## config.mk

```make
export PLATFORM = sky130hd
export DESIGN_NAME = max_priority_queue_array_top
export DESIGN_NICKNAME = d
export VERILOG_FILES = /design/src/rtl/core/mpqa_pkg.sv /design/src/rtl/core/max_priority_queue_array_top.sv /design/src/rtl/core/mpqa_engine.sv
export SDC_FILE = /design/constraint.sdc
export NUM_CORES = 1
export LEC_CHECK = 0
export CAP_MARGIN = 0
export CELL_PAD_IN_SITES_DETAIL_PLACEMENT = 2
export CELL_PAD_IN_SITES_GLOBAL_PLACEMENT = 2
export CORE_UTILIZATION = 40
export CTS_CLUSTER_DIAMETER = 30
export DETAILED_ROUTE_END_ITERATION = 12
export DONT_BUFFER_PORTS = 1
export PLACE_DENSITY = 0.79
export SLEW_MARGIN = 20
export SYNTH_ARGS = -nofsm -noshare
export SYNTH_HDL_FRONTEND = slang
export SYNTH_HIERARCHICAL = 1
export SYNTH_SLANG_ARGS = --single-unit
export TNS_END_PERCENT = 20
```

## constraint.sdc

```tcl
create_clock -name clock -period 18.4 [get_ports clock]
set_clock_uncertainty 0.15 [all_clocks]
set_input_delay 5.52 -clock clock [delete_from_list [all_inputs] [get_ports clock]]
set_output_delay 5.52 -clock clock [all_outputs]
set_load 0.005 [all_outputs]
```

## src/rtl/core/mpqa_pkg.sv

```systemverilog
// ----------------------------------------------------------------------------
// mpqa_pkg
// Shared sizes, codes and item types of the array-based max priority queue.
// ----------------------------------------------------------------------------
package mpqa_pkg;

   localparam int CAPACITY = 8;
   localparam int IDX_W    = (CAPACITY > 1) ? $clog2(CAPACITY) : 1;
   localparam int CNT_W    = $clog2(CAPACITY + 1);
   localparam int DATA_W   = 32;
   localparam int COUNT_W  = 4;
   localparam int STATUS_W = 2;

   localparam logic OP_INSERT = 1'b0;
   localparam logic OP_REMOVE = 1'b1;

   localparam logic [STATUS_W-1:0] ST_OK    = 2'd0;
   localparam logic [STATUS_W-1:0] ST_FULL  = 2'd1;
   localparam logic [STATUS_W-1:0] ST_EMPTY = 2'd2;

   typedef struct packed {
      logic                     operation;
      logic signed [DATA_W-1:0] value;
   } req_type;

   typedef struct packed {
      logic [STATUS_W-1:0]      status;
      logic signed [DATA_W-1:0] removed_value;
      logic [COUNT_W-1:0]       count;
      logic signed [DATA_W-1:0] oldest_value;
      logic signed [DATA_W-1:0] newest_value;
   } rsp_type;

   // engine status seen by the channel logic
   typedef struct packed {
      logic idle;
      logic done;
   } eng_stat_type;

endpackage

```

## src/rtl/core/max_priority_queue_array_top.sv

```systemverilog
// ----------------------------------------------------------------------------
// max_priority_queue_array_top
// Bounded max priority queue kept unsorted in a small entry memory.
//
// req channel: operation (insert / remove largest) and value. Each item
// gives exactly one rsp item: status, removed value, count afterwards and
// the oldest and newest stored entries afterwards.
// Both channels use valid/stall; an item moves when valid is high and
// stall is low. One item is in work at a time; req_stall is high while
// the engine is busy.
// Steps per item; the entry memory has a single read port:
//   insert: write, two peek reads, result
//   remove: max scan over all entries, then a shift-down pass from the
//           removed slot, then two peek reads; no scan or pass when the
//           queue is empty, and no peek reads when it is empty afterwards
// The result sits in an output register; the engine goes back to idle as
// soon as that register takes it, so the next item can be accepted while
// rsp_stall holds the previous result.
// Reset empties the queue at once; no clearing pass is needed.
// ----------------------------------------------------------------------------
module max_priority_queue_array_top (
   input  logic               clock,
   input  logic               reset,
   input  logic               req_valid,
   output logic               req_stall,
   input  mpqa_pkg::req_type  req_data,
   output logic               rsp_valid,
   input  logic               rsp_stall,
   output mpqa_pkg::rsp_type  rsp_data
);

   mpqa_pkg::eng_stat_type stat;
   mpqa_pkg::rsp_type      result;
   mpqa_pkg::rsp_type      rsp_data_ff;
   logic                   rsp_valid_ff, rsp_valid_in;
   logic                   start;
   logic                   load;

   assign req_stall = !stat.idle;
   assign start     = req_valid && stat.idle;
   assign load      = stat.done && (!rsp_valid_ff || !rsp_stall);

   mpqa_engine u_engine (
      .clock  (clock),
      .reset  (reset),
      .start  (start),
      .req    (req_data),
      .ack    (load),
      .stat   (stat),
      .result (result)
   );

   always_comb begin
      rsp_valid_in = rsp_valid_ff;
      if (load) begin
         rsp_valid_in = 1'b1;
      end else if (!rsp_stall) begin
         rsp_valid_in = 1'b0;
      end
   end

   always_ff @(posedge clock) begin
      if (reset) begin
         rsp_valid_ff <= 1'b0;
      end else begin
         rsp_valid_ff <= rsp_valid_in;
      end
   end

   always_ff @(posedge clock) begin
      if (load) begin
         rsp_data_ff <= result;
      end
   end

   assign rsp_valid = rsp_valid_ff;
   assign rsp_data  = rsp_data_ff;

endmodule

```

## src/rtl/core/mpqa_engine.sv

```systemverilog
// ----------------------------------------------------------------------------
// mpqa_engine
// Entry memory plus sequencer: append, max scan, shift-down and peek reads.
// ----------------------------------------------------------------------------
module mpqa_engine (
   input  logic                    clock,
   input  logic                    reset,
   input  logic                    start,
   input  mpqa_pkg::req_type       req,
   input  logic                    ack,
   output mpqa_pkg::eng_stat_type  stat,
   output mpqa_pkg::rsp_type       result
);

   localparam logic [2:0] S_IDLE      = 3'd0;
   localparam logic [2:0] S_SCAN      = 3'd1;
   localparam logic [2:0] S_SHIFT     = 3'd2;
   localparam logic [2:0] S_PEEK_OLD  = 3'd3;
   localparam logic [2:0] S_PEEK_NEW  = 3'd4;
   localparam logic [2:0] S_PEEK_WAIT = 3'd5;
   localparam logic [2:0] S_DONE      = 3'd6;

   localparam int IDX_W  = mpqa_pkg::IDX_W;
   localparam int CNT_W  = mpqa_pkg::CNT_W;
   localparam int DATA_W = mpqa_pkg::DATA_W;

   logic signed [DATA_W-1:0] mem [mpqa_pkg::CAPACITY];
   logic signed [DATA_W-1:0] rdata_ff;

   logic                     rd_en;
   logic [IDX_W-1:0]         rd_addr;
   logic                     wr_en;
   logic [IDX_W-1:0]         wr_addr;
   logic signed [DATA_W-1:0] wr_data;

   logic [2:0]               state_ff, state_in;
   logic [CNT_W-1:0]         cnt_ff, cnt_in;
   logic [CNT_W-1:0]         ptr_ff, ptr_in;
   logic                     vld_ff, vld_in;
   logic [IDX_W-1:0]         dpos_ff, dpos_in;
   logic signed [DATA_W-1:0] best_ff, best_in;
   logic [IDX_W-1:0]         bpos_ff, bpos_in;
   logic [mpqa_pkg::STATUS_W-1:0] status_ff, status_in;
   logic signed [DATA_W-1:0] removed_ff, removed_in;
   logic signed [DATA_W-1:0] oldest_ff, oldest_in;
   logic signed [DATA_W-1:0] newest_ff, newest_in;

   logic                     issue;
   logic                     take;
   logic [IDX_W-1:0]         last_idx;
   logic signed [DATA_W-1:0] best_nx;
   logic [IDX_W-1:0]         bpos_nx;

   // entry memory: one write and one registered read per cycle
   always_ff @(posedge clock) begin
      if (wr_en) begin
         mem[wr_addr] <= wr_data;
      end
      if (rd_en) begin
         rdata_ff <= mem[rd_addr];
      end
   end

   assign issue    = (ptr_ff < cnt_ff);
   assign last_idx = IDX_W'(cnt_ff - CNT_W'(1));
   // strictly greater keeps the lowest slot on ties
   assign take     = vld_ff && ((dpos_ff == '0) || (rdata_ff > best_ff));
   assign best_nx  = take ? rdata_ff : best_ff;
   assign bpos_nx  = take ? dpos_ff : bpos_ff;

   always_comb begin
      state_in   = state_ff;
      cnt_in     = cnt_ff;
      ptr_in     = ptr_ff;
      vld_in     = 1'b0;
      dpos_in    = dpos_ff;
      best_in    = best_ff;
      bpos_in    = bpos_ff;
      status_in  = status_ff;
      removed_in = removed_ff;
      oldest_in  = oldest_ff;
      newest_in  = newest_ff;
      rd_en      = 1'b0;
      rd_addr    = ptr_ff[IDX_W-1:0];
      wr_en      = 1'b0;
      wr_addr    = cnt_ff[IDX_W-1:0];
      wr_data    = req.value;

      unique case (state_ff)
         S_IDLE: begin
            if (start) begin
               removed_in = '0;
               status_in  = mpqa_pkg::ST_OK;
               state_in   = S_PEEK_OLD;
               if (req.operation == mpqa_pkg::OP_INSERT) begin
                  if (cnt_ff >= CNT_W'(mpqa_pkg::CAPACITY)) begin
                     status_in = mpqa_pkg::ST_FULL;
                  end else begin
                     wr_en  = 1'b1;
                     cnt_in = cnt_ff + CNT_W'(1);
                  end
               end else if (cnt_ff == '0) begin
                  status_in = mpqa_pkg::ST_EMPTY;
               end else begin
                  ptr_in   = '0;
                  state_in = S_SCAN;
               end
            end
         end
         S_SCAN: begin
            rd_en   = issue;
            vld_in  = issue;
            dpos_in = ptr_ff[IDX_W-1:0];
            if (issue) begin
               ptr_in = ptr_ff + CNT_W'(1);
            end
            best_in = best_nx;
            bpos_in = bpos_nx;
            if (vld_ff && (dpos_ff == last_idx)) begin
               removed_in = best_nx;
               ptr_in     = CNT_W'(bpos_nx) + CNT_W'(1);
               vld_in     = 1'b0;
               state_in   = S_SHIFT;
            end
         end
         S_SHIFT: begin
            // read slot i+1, write it into slot i in the next cycle
            rd_en   = issue;
            vld_in  = issue;
            dpos_in = ptr_ff[IDX_W-1:0];
            if (issue) begin
               ptr_in = ptr_ff + CNT_W'(1);
            end
            if (vld_ff) begin
               wr_en   = 1'b1;
               wr_addr = dpos_ff - IDX_W'(1);
               wr_data = rdata_ff;
            end
            if (!issue && !vld_ff) begin
               cnt_in   = cnt_ff - CNT_W'(1);
               state_in = S_PEEK_OLD;
            end
         end
         S_PEEK_OLD: begin
            if (cnt_ff == '0) begin
               oldest_in = '0;
               newest_in = '0;
               state_in  = S_DONE;
            end else begin
               rd_en    = 1'b1;
               rd_addr  = '0;
               state_in = S_PEEK_NEW;
            end
         end
         S_PEEK_NEW: begin
            rd_en     = 1'b1;
            rd_addr   = last_idx;
            oldest_in = rdata_ff;
            state_in  = S_PEEK_WAIT;
         end
         S_PEEK_WAIT: begin
            newest_in = rdata_ff;
            state_in  = S_DONE;
         end
         S_DONE: begin
            if (ack) begin
               state_in = S_IDLE;
            end
         end
         default: begin
            state_in = S_IDLE;
         end
      endcase
   end

   always_ff @(posedge clock) begin
      if (reset) begin
         state_ff <= S_IDLE;
         cnt_ff   <= '0;
         vld_ff   <= 1'b0;
      end else begin
         state_ff <= state_in;
         cnt_ff   <= cnt_in;
         vld_ff   <= vld_in;
      end
   end

   always_ff @(posedge clock) begin
      ptr_ff     <= ptr_in;
      dpos_ff    <= dpos_in;
      best_ff    <= best_in;
      bpos_ff    <= bpos_in;
      status_ff  <= status_in;
      removed_ff <= removed_in;
      oldest_ff  <= oldest_in;
      newest_ff  <= newest_in;
   end

   assign stat.idle = (state_ff == S_IDLE);
   assign stat.done = (state_ff == S_DONE);

   assign result.status        = status_ff;
   assign result.removed_value = removed_ff;
   assign result.count         = mpqa_pkg::COUNT_W'(cnt_ff);
   assign result.oldest_value  = oldest_ff;
   assign result.newest_value  = newest_ff;

endmodule
```

[Word-level counts from Yosys, hierarchy flattened]
Memory sizes are Yosys's and may differ from the RTL's. A register that Yosys moved wholly into a read port is not among the register bits.
Cells that the tools add are included.
Word-level totals
  output and inout bits: 104
  input port bits: 37
  register bits: 251
  logic and storage cells: 120
  RAM bits: 256
  memories kept: 1
Memory list
  u_engine.mem: words 8, bits a word 32, read ports 1, clocked after Yosys merged registers in 1, write ports 1, line mpqa_engine.sv:27  | logic signed [DATA_W-1:0] mem [mpqa_pkg::CAPACITY];
Operators by class
  reductions and logical operators: 28
  eq/ne operators: 17
  order comparisons: 3
  multiplexer cells: 49
  add/sub/neg operators: 5
Operators with widths (count)
  2-to-1 mux 32 bit: 6
  one-hot mux 32 bit (2 select lines): 3
  2-to-1 mux 4 bit: 9
  greater-than comparator 32 bit: 1
  2-to-1 mux 3 bit: 9
  one-hot mux 3 bit (7 select lines): 1
  != test 2 x 1 -> 1 bit, second input constant: 6
  one-hot mux 4 bit (3 select lines): 1
  2-to-1 mux 1 bit: 11
  == test 3 bit, second input constant: 3
  adder 4 x 1 -> 4 bit, second input constant: 2
  2-to-1 mux 2 bit: 4
  != test 2 bit, second input constant: 4
  one-hot mux 4 bit (2 select lines): 1
  AND reduction 4 bit: 2
  nonzero test 2 bit: 4
  == test 3 x 2 -> 1 bit, second input constant: 2
  logical NOT 3 bit: 2
  one-hot mux 3 bit (2 select lines): 1
  AND reduction 2 bit: 3
  logical AND 1 bit: 5
  logical NOT 1 bit: 5
  AND reduction 5 bit: 1
  adder 3 x 1 -> 4 bit, second input constant: 1
  other kinds (13): 15

[Logic depth before layout (Yosys ltp)]
  depth after elaboration: 7
  depth in mapped cells: 15
  mapped depth without buffers: 14

[By module]
The synthesis kept the hierarchy.
By module, submodules not included
  mpqa_engine: times used 1, cells each 1428, sequential area each 13012.5 sq um, area an instance 18702.9 sq um
  max_priority_queue_array_top: times used 1, cells each 108, sequential area each 3083.0 sq um, area an instance 3109.2 sq um

[Worst setup path after synthesis]
No wires, ideal clock.
  kind: in2reg
  start: in rsp_stall
  end: reg u_engine.state_ff[0]
  buffers on the path: 0
  path slack: 6.609 ns
  arrival: 11.571 ns
  required time: 18.180 ns
  library setup time: 0.070 ns
  stages on the path: 6
  cell sequence: a21boi_1 > nor2_1 > o21bai_1 > nand3_1 > or3b_2 > a21oi_1
Between the ends
  cells in the longest elaborated chain, start to end: 5
Ends and longest elaborated chain
  from (decl): line max_priority_queue_array_top.sv:28  | input logic rsp_stall,
  logical NOT 1 bit
  logical OR 1 bit: line max_priority_queue_array_top.sv:41  | assign load = stat.done && (!rsp_valid_ff || !rsp_stall);
  logical AND 1 bit: line max_priority_queue_array_top.sv:41
  != test 2 x 1 -> 1 bit (no line)
  AND reduction 4 bit (no line)
  to (signal assigned): line mpqa_engine.sv:182  | state_ff <= state_in;
  to (decl): line mpqa_engine.sv:36  | logic [2:0] state_ff, state_in;
Every way passes these cells.
A chain may end at the register's enable or synchronous reset.

[Worst setup path after layout]
  start: in req_valid
  end: mem u_engine.mem[0][11], enable pin
Between the ends
  cells in the longest elaborated chain, start to end: 5
Ends and longest elaborated chain
  from (decl): line max_priority_queue_array_top.sv:24  | input logic req_valid,
  logical AND 1 bit: line max_priority_queue_array_top.sv:40  | assign start = req_valid && stat.idle;
  2-to-1 mux 1 bit: line mpqa_engine.sv:91  | if (start) begin
  one-hot mux 1 bit (2 select lines): line mpqa_engine.sv:89  | unique case (state_ff)
  2-to-1 mux 1 bit: line mpqa_engine.sv:56  | if (wr_en) begin
  2-to-1 mux 1 bit (not written as such): line mpqa_engine.sv:57  | mem[wr_addr] <= wr_data;
  to (decl): line mpqa_engine.sv:27
Every way passes these cells.

==> results.toml <==
[setup_path]
r2r-start = "u_engine/state_ff[1]"
critPathSlowestCell = "nor2_2"
path_cells = "and2_1 > nand2_1 > nor3_1 > a22oi_1 > nor2_2 > buf_4"
worst_ep_required_time_ns = 18.58
worstSetupPathType = "in -> reg"
path_max_fanout = 18
worstSetupEndpointType = "flip-flop"
rrSetupSlack_ns = 13.25
critPathMaxStageDelay_ns = 0.92
cp-start-kind = "input port"
cp_data_arrival_time_ns = 8.14
worstReg2RegEnd = "u_engine/mem[0][11]"
reg2reg_depth = 7

[cts]
numCtsBuffers = 120
clk_latency_ns = 0.69
clk_pin_slew_worst_paths_ns = 0.05
tritoncts = "built"
root_buffer = "clkbuf_16"
holdBufCountCts = 0
post_cts.repair.setup_buffers = 0
htree_levels = 3
clkSinkCount = 539
cts_resized = 0
clock_path_buffers = 3

[floorplan]
die_h_um = 236
num_rows = 85
die_w_um = 236
start_util_pct = 40.5
core_area_mm2 = 0.0538
io_pins = 141
die-area_mm2 = 0.0555

[timing]
rsz0062_at_grt = "false"
worst_slew_pin_slew_ns = 1.08
drv_slew = 0
setup_viol = 0
min_period_ns = 7.95
final.setup.tns_ns = 0
finalCritPeriodShare_pct = 43.2
max_freq_mhz = 126
setup_slack_ns = 10.45
slew_headroom_pct = 27.9
hold_viol = 0
hold_ws_ns = 0.258

[synthesis]
yosys_warnings = 6
ys_ff_latch = 539
synthesis.nets = 1614
syn-mean-instance-area_um2 = 14.2
yosysTopAreaCell = "edfxtp_1"
ys_top_cells_by_count = "edfxtp_1, nand2_1, nand3_1"
ys_async_sr_fraction_pct = 0
yosysUniqueCellTypes = 57
syn_area_mm2 = 0.0218
netlist_top_cells_area = "edfxtp_1, nand2_1, nand3_1"
synth_edf_count = 530
synthMostInstantiatedCell = "edfxtp_1"
seq_area_frac_synth_pct = 73.8
synthCells = 1536
synth_top_area_share_pct = 73.0
synthFlopType = "edfxtp_1"

[worst_hold_path]
hold-path-cell-count = 0
min_to = "rsp_data[101]"
min_from = "u_engine/status_ff[1]"
min_path_type = "reg -> reg"

[drt]
dr_total_vias = 14145
routedWlPerCell_um = 34.5
drt_iter0_drc = 1410
viasPerCell = 5.86
ant_nets = 0
dr.pass1.iters = 5
wirelength_um = 83300
drc = 0

[global_routing]
grt_pass1_vias = 15758
grt_max_degree = 80
antenna_found_initial = 9
use_met3_pct = 5.80
overflow = 0
grt_pass1_wl_um = 119000
grt_usage_pct = 30.2
grt.busiest_layer = "met2"
grtUsageMet1_pct = 34.8
grtUsageMet2_pct = 54.4

[power_and_ir_drop]
powerDensity_mw_per_mm2 = 200
vdd_drop_max_v = 0.0000959
p_total_mw = 5.35
total_leakage_power_nw = 9.91

[place]
place_ws_ns = 9.89
gp_routability_congestion = 0.774
port_buffers = 0
post-dp-hpwl_um = 43300

[final_layout]
drive_gt1_share_pct = 18.8
fin_nets = 1688
synthToLayoutAreaGrowth_pct = 22.9

[run]
drv_cap = 0

[outcome]
status = "complete, no violations"
==> cell usage in the layout (no fill, tap or decap), types with 3 or more instances in the layout <==
master	netlist	layout
a21o_1	8	8
a21oi_1	18	17
a21oi_2	3	3
a22oi_1	3	3
and2_1	66	65
and3_1	34	34
buf_4	0	27
bufinv_16	0	17
clkbuf_1	50	13
clkbuf_16	0	121
clkbuf_8	0	4
clkinv_1	0	15
clkinv_2	0	30
clkinv_4	0	3
clkinv_8	0	3
clkinvlp_4	0	10
dfxtp_1	9	9
diode_2	0	6
edfxtp_1	530	530
ha_1	41	41
inv_1	45	45
inv_8	0	3
mux2_2	38	38
mux2_4	27	27
mux2i_1	4	4
nand2_1	320	320
nand2b_1	5	5
nand3_1	165	165
nand4_1	7	7
nor2_1	33	25
nor2_2	0	8
nor2b_1	6	3
nor3_1	7	7
o21ai_0	38	37
o21ai_1	3	3
xnor2_1	8	8
xor2_1	4	4
==> power by group <==
| group | internal (mW) | switching, mW | total, mW |
|---|---|---|---|
| Combinational | 0.349 | 0.947 | 1.30 |
| Clock | 1.46 | 0.794 | 2.25 |
| Sequential | 1.60 | 0.207 | 1.80 |
| Total | 3.40 | 1.95 | 5.35 |
==> through the flow <==
stage                     instances  util [%]  area (um2)
after floorplan                1536         -       21800
after global routing           2411      49.8       26800
final                          2414      49.8       26800
after CTS                      2407      49.7       26800
after global placement         2183      42.0       22600
after detailed placement       2183      42.0       22600
==> cell type report <==
| type | instances | area (um2) |
|---|---|---|
| diodes | 6 | 15.0 |
| clock buffers | 138 | 3130 |
| clock inverters | 86 | 998 |
| fillers | 4922 | 27000 |
| inverters | 46 | 173 |
| multi-input cells | 874 | 5280 |
| flip-flops and latches | 539 | 16100 |
| well taps | 696 | 871 |
| repair buffers | 29 | 234 |
==> critical path, delay by kind of cell <==
kind                   cells  cell delay, ns
AOI/OAI and AO/OA          1            0.33
buffers and inverters      1            0.50
and+or+nand+nor            4            1.76
==> logic make-up after synthesis <==
logic type | synth area share (%)
DFF | 73.8
AOI/OAI and AO/OA | 2.99
buffers and inverters | 2.43
adders and majority gates | 2.35
xor gates and xnor gates | 0.482
muxes | 4.00
and+or+nand+nor | 13.9
==> how the worst max path moves through the flow <==
stage	from	endpoint	slack, ns	depth (start not counted)
after floorplan	rsp_stall	u_engine/state_ff[0]	6.61	6
after global placement	req_valid	u_engine/mem[0][15]	10.17	6
after detailed placement	req_valid	u_engine/mem[0][13]	9.89	6
after CTS	req_valid	u_engine/mem[0][11]	10.45	6
after global routing	req_valid	u_engine/mem[0][2]	10.41	6
final	req_valid	u_engine/mem[0][11]	10.45	6
==> layer usage <==
metal	part of all wire, %	wire [um]
met4	3.8	3200
met5	0.030	25
met3	6.4	5350
met2	53	43800
met1	37	30900
==> registers in the layout, indices dropped and copies added (netlist names), 2 cells and up <==
name,flops
u_engine/newest_ff,32
u_engine/rdata_ff,32
rsp_data,102
u_engine/removed_ff,32
u_engine/ptr_ff,4
u_engine/mem,256
u_engine/dpos_ff,3
u_engine/cnt_ff,4
u_engine/state_ff,3
u_engine/oldest_ff,32
u_engine/best_ff,32
u_engine/bpos_ff,3
u_engine/status_ff,2
Power figures use the tool's default switching activity.
